--- src/bru_pkg.sv ---
// Package for the PowerPC branch unit: item and register structs, opcode
// and extended opcode constants and register-write selector codes.
// No dependencies.
`default_nettype none

package bru_pkg;

    localparam logic [1:0] FUNC_WR_COND  = 2'd1;
    localparam logic [1:0] FUNC_WR_LINK  = 2'd2;
    localparam logic [1:0] FUNC_WR_COUNT = 2'd3;

    localparam logic [5:0] OP_BC  = 6'd16;
    localparam logic [5:0] OP_B   = 6'd18;
    localparam logic [5:0] OP_X19 = 6'd19;

    localparam logic [9:0] XO_MCRF   = 10'd0;
    localparam logic [9:0] XO_BCLR   = 10'd16;
    localparam logic [9:0] XO_BCCTR  = 10'd528;
    localparam logic [9:0] XO_ISYNC  = 10'd150;
    localparam logic [9:0] XO_CRAND  = 10'd257;
    localparam logic [9:0] XO_CRANDC = 10'd129;
    localparam logic [9:0] XO_CREQV  = 10'd289;
    localparam logic [9:0] XO_CRNAND = 10'd225;
    localparam logic [9:0] XO_CRNOR  = 10'd33;
    localparam logic [9:0] XO_CROR   = 10'd449;
    localparam logic [9:0] XO_CRORC  = 10'd417;
    localparam logic [9:0] XO_CRXOR  = 10'd193;

    typedef struct packed {
        logic [1:0]  func;
        logic [31:0] instr;
        logic [31:0] instr_addr;
        logic [31:0] write_value;
    } t_in_item;

    typedef struct packed {
        logic [31:0] next_addr;
        logic        taken;
        logic        illegal;
        logic [31:0] cond_value;
        logic [31:0] link_value;
        logic [31:0] count_value;
    } t_out_item;

    typedef struct packed {
        logic [31:0] cond;
        logic [31:0] link;
        logic [31:0] count;
    } t_regs;

endpackage

`default_nettype wire

--- src/bru_exec.sv ---
// Single-pass execute logic of the branch unit: decodes one item and forms
// the result and the next condition, link and count registers.
// Depends on bru_pkg.
`default_nettype none

module bru_exec (
    input  bru_pkg::t_in_item  i_item,
    input  bru_pkg::t_regs     i_regs,
    output bru_pkg::t_out_item o_result,
    output bru_pkg::t_regs     o_regs
);

    logic [5:0]  op;
    logic [4:0]  f1;
    logic [4:0]  f2;
    logic [4:0]  f3;
    logic [9:0]  xo;
    logic        lk;
    logic        aa;
    logic [31:0] seq;
    logic [31:0] b_disp;
    logic [31:0] bc_disp;
    logic [31:0] b_target;
    logic [31:0] bc_target;
    logic [31:0] ctr_dec;
    logic [4:0]  idx_bi;
    logic [4:0]  idx_bt;
    logic [4:0]  idx_bb;
    logic        ctr_ok;
    logic        cond_ok;
    logic        br_ok;
    logic        bit_a;
    logic        bit_b;
    logic [4:0]  dsh;
    logic [4:0]  ssh;

    assign op  = i_item.instr[31:26];
    assign f1  = i_item.instr[25:21];
    assign f2  = i_item.instr[20:16];
    assign f3  = i_item.instr[15:11];
    assign xo  = i_item.instr[10:1];
    assign aa  = i_item.instr[1];
    assign lk  = i_item.instr[0];
    assign seq = i_item.instr_addr + 32'd4;

    assign b_disp    = {{6{i_item.instr[25]}}, i_item.instr[25:2], 2'b00};
    assign bc_disp   = {{16{i_item.instr[15]}}, i_item.instr[15:2], 2'b00};
    assign b_target  = aa ? b_disp : i_item.instr_addr + b_disp;
    assign bc_target = aa ? bc_disp : i_item.instr_addr + bc_disp;

    // Bit i of the condition register in the architecture's numbering is
    // bit 31 - i of the word.
    assign idx_bi = 5'd31 - f2;
    assign idx_bt = 5'd31 - f1;
    assign idx_bb = 5'd31 - f3;

    assign ctr_dec = i_regs.count - 32'd1;
    assign ctr_ok  = f1[2] || ((ctr_dec != 32'd0) != f1[1]);
    assign cond_ok = f1[4] || (i_regs.cond[idx_bi] == f1[3]);
    assign br_ok   = ctr_ok && cond_ok;

    assign bit_a = i_regs.cond[idx_bi];
    assign bit_b = i_regs.cond[idx_bb];
    assign dsh   = {~f1[4:2], 2'b00};
    assign ssh   = {~f2[4:2], 2'b00};

    always_comb begin
        o_regs   = i_regs;
        o_result = '0;
        case (i_item.func)
            bru_pkg::FUNC_WR_COND: begin
                o_regs.cond = i_item.write_value;
            end
            bru_pkg::FUNC_WR_LINK: begin
                o_regs.link = i_item.write_value;
            end
            bru_pkg::FUNC_WR_COUNT: begin
                o_regs.count = i_item.write_value;
            end
            default: begin
                o_result.next_addr = seq;
                case (op)
                    bru_pkg::OP_B: begin
                        o_result.next_addr = b_target;
                        o_result.taken     = 1'b1;
                        if (lk) begin
                            o_regs.link = seq;
                        end
                    end
                    bru_pkg::OP_BC: begin
                        if (!f1[2]) begin
                            o_regs.count = ctr_dec;
                        end
                        if (br_ok) begin
                            o_result.next_addr = bc_target;
                            o_result.taken     = 1'b1;
                        end
                        if (lk) begin
                            o_regs.link = seq;
                        end
                    end
                    bru_pkg::OP_X19: begin
                        case (xo)
                            bru_pkg::XO_BCLR, bru_pkg::XO_BCCTR: begin
                                if (f3 != 5'd0 ||
                                    (xo == bru_pkg::XO_BCCTR && !f1[2])) begin
                                    o_result.illegal = 1'b1;
                                end else begin
                                    if (!f1[2]) begin
                                        o_regs.count = ctr_dec;
                                    end
                                    if (br_ok) begin
                                        o_result.next_addr = (xo == bru_pkg::XO_BCLR) ?
                                            {i_regs.link[31:2], 2'b00} :
                                            {i_regs.count[31:2], 2'b00};
                                        o_result.taken = 1'b1;
                                    end
                                    if (lk) begin
                                        o_regs.link = seq;
                                    end
                                end
                            end
                            bru_pkg::XO_MCRF: begin
                                if (lk || f1[1:0] != 2'd0 || f2[1:0] != 2'd0 ||
                                    f3 != 5'd0) begin
                                    o_result.illegal = 1'b1;
                                end else begin
                                    o_regs.cond[dsh +: 4] = i_regs.cond[ssh +: 4];
                                end
                            end
                            bru_pkg::XO_ISYNC: begin
                            end
                            bru_pkg::XO_CRAND: begin
                                o_regs.cond[idx_bt] = bit_a & bit_b;
                            end
                            bru_pkg::XO_CRANDC: begin
                                o_regs.cond[idx_bt] = bit_a & ~bit_b;
                            end
                            bru_pkg::XO_CREQV: begin
                                o_regs.cond[idx_bt] = ~(bit_a ^ bit_b);
                            end
                            bru_pkg::XO_CRNAND: begin
                                o_regs.cond[idx_bt] = ~(bit_a & bit_b);
                            end
                            bru_pkg::XO_CRNOR: begin
                                o_regs.cond[idx_bt] = ~(bit_a | bit_b);
                            end
                            bru_pkg::XO_CROR: begin
                                o_regs.cond[idx_bt] = bit_a | bit_b;
                            end
                            bru_pkg::XO_CRORC: begin
                                o_regs.cond[idx_bt] = bit_a | ~bit_b;
                            end
                            bru_pkg::XO_CRXOR: begin
                                o_regs.cond[idx_bt] = bit_a ^ bit_b;
                            end
                            default: begin
                                o_result.illegal = 1'b1;
                            end
                        endcase
                    end
                    default: begin
                        o_result.illegal = 1'b1;
                    end
                endcase
                if (o_result.illegal) begin
                    o_regs             = i_regs;
                    o_result.next_addr = 32'd0;
                    o_result.taken     = 1'b0;
                end
            end
        endcase
        o_result.cond_value  = o_regs.cond;
        o_result.link_value  = o_regs.link;
        o_result.count_value = o_regs.count;
    end

endmodule

`default_nettype wire

--- src/powerpc_branch_unit.sv ---
// Top level of the PowerPC branch unit: input register, execute logic,
// architectural registers and result register with valid/ready handshakes.
// Depends on bru_pkg and bru_exec.
`default_nettype none

// The unit takes one item per cycle while the output side is not stalled,
// and returns exactly one result item for each, passing through the input
// and result registers. An accepted item waits in the input register; in the
// cycle it moves on, the execute logic reads the condition, link and count
// registers, updates them and loads the result register, so the next item
// already sees the new state. The result register lets a new item enter while
// a finished result waits. After reset all three registers read zero.
// Illegal instructions change no state and report next address zero.
module powerpc_branch_unit (
    input  wire                 i_clk,
    input  wire                 i_rst_n,
    input  wire                 i_in_valid,
    output logic                o_in_ready,
    input  bru_pkg::t_in_item   i_in_item,
    output logic                o_out_valid,
    input  wire                 i_out_ready,
    output bru_pkg::t_out_item  o_out_item
);

    logic               r_in_valid;
    bru_pkg::t_in_item  r_in_item;
    logic               r_out_valid;
    bru_pkg::t_out_item r_out_item;
    bru_pkg::t_regs     r_state;
    bru_pkg::t_regs     n_state;
    bru_pkg::t_out_item n_out_item;
    logic               advance;

    assign advance    = r_in_valid && (!r_out_valid || i_out_ready);
    assign o_in_ready = !r_in_valid || advance;

    bru_exec u_exec (
        .i_item   (r_in_item),
        .i_regs   (r_state),
        .o_result (n_out_item),
        .o_regs   (n_state)
    );

    always_ff @(posedge i_clk) begin
        if (!i_rst_n) begin
            r_in_valid  <= 1'b0;
            r_out_valid <= 1'b0;
            r_state     <= '0;
        end else begin
            if (o_in_ready) begin
                r_in_valid <= i_in_valid;
            end
            if (advance) begin
                r_out_valid <= 1'b1;
                r_state     <= n_state;
            end else if (i_out_ready) begin
                r_out_valid <= 1'b0;
            end
        end
    end

    always_ff @(posedge i_clk) begin
        if (o_in_ready && i_in_valid) begin
            r_in_item <= i_in_item;
        end
        if (advance) begin
            r_out_item <= n_out_item;
        end
    end

    assign o_out_valid = r_out_valid;
    assign o_out_item  = r_out_item;

    a_illegal_clean: assert property (@(posedge i_clk) disable iff (!i_rst_n)
        (r_out_valid && r_out_item.illegal) |->
            (!r_out_item.taken && r_out_item.next_addr == 32'd0))
        else $error("illegal result carries a branch");

    a_illegal_no_state: assert property (@(posedge i_clk) disable iff (!i_rst_n)
        (advance && n_out_item.illegal) |=> (r_state == $past(r_state)))
        else $error("illegal item changed the registers");

    a_in_hold: assert property (@(posedge i_clk) disable iff (!i_rst_n)
        (r_in_valid && !advance) |=> (r_in_valid && $stable(r_in_item)))
        else $error("input register lost a waiting item");

    a_result_state: assert property (@(posedge i_clk) disable iff (!i_rst_n)
        advance |=> (r_out_item.cond_value == r_state.cond &&
                     r_out_item.link_value == r_state.link &&
                     r_out_item.count_value == r_state.count))
        else $error("result registers disagree with state");

endmodule

`default_nettype wire

--- config.mk ---
export PLATFORM = sky130hd
export DESIGN_NAME = powerpc_branch_unit
export DESIGN_NICKNAME = d
export VERILOG_FILES = /design/src/bru_pkg.sv /design/src/bru_exec.sv /design/src/powerpc_branch_unit.sv
export SDC_FILE = /design/constraint.sdc
export NUM_CORES = 1
export LEC_CHECK = 0
export ABC_CLOCK_PERIOD_IN_PS = 9700
export BUFFER_PORTS_ARGS = -buffer_cell sky130_fd_sc_hd__buf_2
export CORE_ASPECT_RATIO = 1.5
export CORE_MARGIN = 1.5
export CORE_UTILIZATION = 45
export CTS_CLUSTER_DIAMETER = 50
export DETAILED_ROUTE_END_ITERATION = 16
export PLACE_DENSITY_LB_ADDON = 0.3
export SYNTH_ARGS = -nofsm -noshare
export SYNTH_HDL_FRONTEND = slang
export SYNTH_SLANG_ARGS = --single-unit
--- constraint.sdc ---
create_clock -name i_clk -period 9.7 [get_ports i_clk]
set_clock_uncertainty 0.1 [all_clocks]
set_input_delay 1.94 -clock i_clk [delete_from_list [all_inputs] [get_ports i_clk]]
set_output_delay 1.94 -clock i_clk [all_outputs]
set_load 0.05 [all_outputs]
# [Word level (Yosys, flattened, before mapping)]
# Cells that the tools add are included.
[word_totals] elab_cells=133 regBits=326 inputBits=102 out_inout_bits=132
[classes] addsub=8 n_lt_le_gt_ge=4 mux=43 eq_ne=19 reduce_logical=30 n_shift=3 n_bitwise=11
[op_table] operator="$pmux W32 S2" n=5
[op_table] operator="$bwmux W32" n=9
[op_table] operator="$pmux W32 S9" n=1
[op_table] operator="$mux W32" n=7
[op_table] operator="$mux W33" n=4
[op_table] operator="$mux W64" n=2
[op_table] operator="$pmux W33 S3" n=1
[op_table] operator="$mux W96" n=1
[op_table] operator="$add A32 B32 Y32" n=2
[op_table] operator="$eq A10 B8 Y1 const B" n=4
[op_table] operator="$eq A10 B9 Y1 const B" n=4
[op_table] operator="$add A32 B3 Y32 const B" n=1
[op_table] operator="$reduce_bool A32 Y1" n=1
[op_table] operator="$shift A4 B7 Y32 const A" n=1
[op_table] operator="$shiftx A32 B6 Y4" n=1
[op_table] operator="$shiftx A4 B7 Y32" n=1
[op_table] operator="$sub A32 B1 Y32 const B" n=1
[op_table] operator="$eq A6 B5 Y1 const B" n=3
[op_table] operator="$lt A5 B6 Y1 const B" n=3
[op_table] operator="$sub A5 B5 Y5 const A" n=3
[op_table] operator="$bmux W1 S5" n=2
[op_table] operator="$eq A10 B10 Y1 const B" n=1
[op_table] operator="$eq A10 B5 Y1 const B" n=1
[op_table] operator="$eq A10 B6 Y1 const B" n=1
[op_table] operator="other kinds (25)" n=58

# [Depth between registers and ports, before layout]
[depth] word_depth=10 depth_mapped=21 depth_no_buf=16

# [Modules after synthesis]
# From an unflattened synthesis, not the netlist that was laid out.
[hier_totals] cells_unflattened=2659 hier_area_um2=23211.0
[by_module_without_submodules] mod="bru_exec" seq_area_each_um2=0.0 instances=1 area_per_inst_um2=12472.0 cells_per_inst=2005
[by_module_without_submodules] mod="powerpc_branch_unit" seq_area_each_um2=8808.4 instances=1 area_per_inst_um2=10739.0 cells_per_inst=654

# [Least setup slack after synthesis]
# Ideal clock, no wire load.
[synth_timing] kind="input-to-reg" from="input i_out_ready" to="register r_out_item, in the netlist o_out_item[0] (enable)" t_required_ps=9054 setup_time_ps=546 path_buffers=3 arrival_ps=6560 setup_slack_ps=2495 stages=6 cell_sequence="nor2b_1 > nand2b_1 > clkbuf_1 > clkinv_1 > clkbuf_1 > clkbuf_1"
[synth_via] elab_chain_len=2
[synth_lines] element="start: declaration" line="powerpc_branch_unit.sv:21" source="input wire i_out_ready,"
[synth_lines] element="$logic_or A1 B1 Y1" line="powerpc_branch_unit.sv:34" source="assign advance = r_in_valid && (!r_out_valid || i_out_ready);"
[synth_lines] element="$logic_and A1 B1 Y1" line="powerpc_branch_unit.sv:34"
[synth_lines] element="named net advance" line="powerpc_branch_unit.sv:32" source="logic advance;"
[synth_lines] element="end signal: assignment" line="powerpc_branch_unit.sv:67" source="r_out_item <= n_out_item;"
[synth_lines] element="end: declaration" line="powerpc_branch_unit.sv:28" source="bru_pkg::t_out_item r_out_item;"
# The timed path passes the listed nets, and every way through them passes these cells.
# A chain may end at the register's enable or synchronous reset.

==> results_dict.tcl <==
set metrics [dict create \
    hpwl_um 68700 \
    rsz0062_at_grt "no" \
    wl_per_cell_um 27.9 \
    sw_frac_of_total 0.328 \
    drtIter0Drc 3000 \
    setup_viol 0 \
    leakagePower_uw 0.00924 \
    hold_buffers 0 \
    numCtsBuffers 37 \
    synth_warnings 0 \
    synth.distinct_cells 78 \
    synth-edff-count 228 \
    antennaDiodeCount 0 \
    synth.area.top_cells "edfxtp_1 31%, dfxtp_1 8.9%, nand2_1 4.8%, a21oi_1 4.6%, nor2_1 4.1%" \
    min_period_over_period 0.648 \
    grt_pass1_wl_um 134000 \
    min_path_cells 2 \
    die_area_um2 50400 \
    synth_flop_cell "edfxtp_1" \
    syn_nets 2661 \
    dr.pass1.iters 10 \
    fmax_mhz 159 \
    synth_top_area_frac 0.310 \
    synth_async_sr_flop_share 0 \
    postRouteAntennaNets 0 \
    drive_gt1_frac 0.151 \
    synth_common_cells "283 x nand2_1, 242 x nor2_1, 228 x edfxtp_1" \
    yosysSeqAreaShare 0.399 \
    gp_congestion 1.00 \
    ir_worst_vdd_mv 0.139 \
    place_inst 3241 \
    hold_start "r_state[33]" \
    cts_buffer_depth 3 \
    antenna_found_initial 1 \
    grt_max_degree 157 \
    overflow 0 \
    relSlewSlack 0.116 \
    start_util 0.454 \
    combPwrFrac 0.202 \
    r2r_start "r_in_item[82]" \
    vias 21987 \
    end_kind "flip-flop" \
    drc 0 \
    core.rowCount 99 \
    multi_input_area_um2 12300 \
    syn_inst 2498 \
    clk_pin_slew_worst_paths_ns 0.07 \
    p_sw_uw 1270 \
    grt_pass1_vias 20102 \
    hold_path.class "flip-flop to flip-flop" \
    fillers 4568 \
    io_pins 234 \
    postCtsSetupBuffers 0 \
    seqCellArea_um2 8810 \
    crit_path_start "r_in_item[82]" \
    critPathKind "flip-flop to flip-flop" \
    cts_resized 0 \
    vias_per_cell 6.65 \
    startpoint_type "flip-flop" \
    drt-total-wl_um 92300 \
    synth_top_cell_by_area "edfxtp_1" \
    syn_area_um2 22100 \
    cts_root_buf "clkbuf_16" \
    outcome "completed" \
    powerDensity_nw_per_um2 156 \
    utilization 0.512 \
    area_delta_synth_final_pct 12.7 \
    coreArea_um2 48600 \
    final_nets 2787 \
    port_buffers 233 \
    die_h_um 274 \
    worst_slew_pin_slew_ns 1.31 \
    synth-seq-cells 326 \
    fin_tns_setup_ns 0 \
    power_uw 3890 \
    cts_tree "yes" \
    track_usage 0.359 \
    fin_area_um2 24900 \
    yosysMostFrequentCell "nand2_1" \
    worstPathMaxFanout 28 \
    crit_required_ns 9.89 \
    r2r_setup_slack_ns 3.41 \
    p_int_uw 2610 \
    reg2reg_to "o_out_item[79]" \
    whs_endpoint "r_state[33]" \
    sequentialPowerShare 0.439 \
    cts.sinks 326 \
    clkLatencyLatePin_ns 0.56 \
    hold_viol 0 \
    critical_path_arrival_ns 6.47 \
    rr_worst_depth 16 \
    clockPowerShare 0.359 \
    slew_violations 0 \
    syn-mean-instance-area_um2 8.83 \
    placed_area_um2 23700 \
    cap_viol_max_count 0 \
    fp.dieW_um 184 \
    stdcell_count 3305 \
    fin_crit_ns 6.29 \
    cts_htree_levels 2 \
]
power by group through the flow:
stage          Combinational, uW  Clock, uW  Sequential (uW)
3_3_place_gp                 756          0             1720
4_1_cts                      767       1410             1700
3_5_place_dp                 764          0             1730
2_1_floorplan                457          0             1760
6_report                     785       1400             1700
5_1_grt                      837       1460             1700
kinds of logic after synthesis:
family / count (synthesis) / synth area share
simple gates: 901 / 0.193
compound gates: 781 / 0.244
flops: 326 / 0.399
buf+inv: 257 / 0.0442
mux: 105 / 0.0575
xor+xnor: 67 / 0.0266
fa+ha+maj: 61 / 0.0349
worst max path at each step:
stage                          end  slack (ns)  depth (start not counted)
floorplan            o_out_item[0]        2.49                          6
global placement    o_out_item[73]        3.86                         16
detailed placement  o_out_item[79]        3.64                         16
CTS                 o_out_item[79]        3.58                         16
global route        o_out_item[74]        3.16                         16
finish              o_out_item[79]        3.41                         16
placed cells by master, fill, tap and decap left out, types with 33 or more instances in the layout:
| master | n |
|---|---|
| nand3_1 | 81 |
| nand2_1 | 283 |
| buf_4 | 41 |
| inv_1 | 66 |
| o21ai_0 | 118 |
| buf_2 | 233 |
| a21oi_1 | 201 |
| a221o_1 | 37 |
| o211ai_1 | 67 |
| nor3_1 | 85 |
| clkbuf_16 | 38 |
| ha_1 | 60 |
| dfxtp_1 | 98 |
| edfxtp_1 | 228 |
| a211oi_1 | 41 |
| xor2_1 | 33 |
| mux2i_1 | 84 |
| nor2_1 | 241 |
| xnor2_1 | 34 |
| a31oi_1 | 35 |
layer usage:
layer,vias to the layer above,global-route usage,part of all wire
met4,2,0.208,0.064
met2,1360,0.561,0.45
met1,10581,0.466,0.39
met3,229,0.0655,0.093
li1,9815,-,-
met5,-,0,0.00013
flip-flops by register name, indices dropped and copies added (netlist names):
name,cells
o_out_item,130
r_in_item,98
o_out_valid,1
r_in_valid,1
r_state,96
metrics by stage:
step | worst slack (ns) | hold slack (ns)
final | 3.41 | 0.408
after global routing | 3.16 | 0.414
after CTS | 3.58 | 0.406
after detailed placement | 3.64 | 0.397
after global placement | 3.86 | 0.385
after floorplan | 2.49 | 0.361
critical path: stages, from the launching register on:
cell      delay [ns]
edfxtp_1        0.97
mux4_2          0.62
mux2i_1         0.17
nor3b_1         0.07
a211oi_1        0.63
inv_1           0.16
ha_1            0.63
nor2b_1         0.31
o21ai_0         0.34
a21o_1          0.41
and2_1          0.49
a22o_1          0.22
a311oi_1        0.09
o32a_1          0.21
a21o_1          0.17
a222oi_1        0.32
inv_1           0.09
cell type report:
class                   count  share of cell area
clock buffers              42              0.0396
inverters                  70              0.0109
multi-input cells        1915               0.495
well taps                 656              0.0330
clock inverters            22             0.00780
flip-flops and latches    326               0.354
repair buffers            274              0.0593
(Power assumes the default switching activity.)
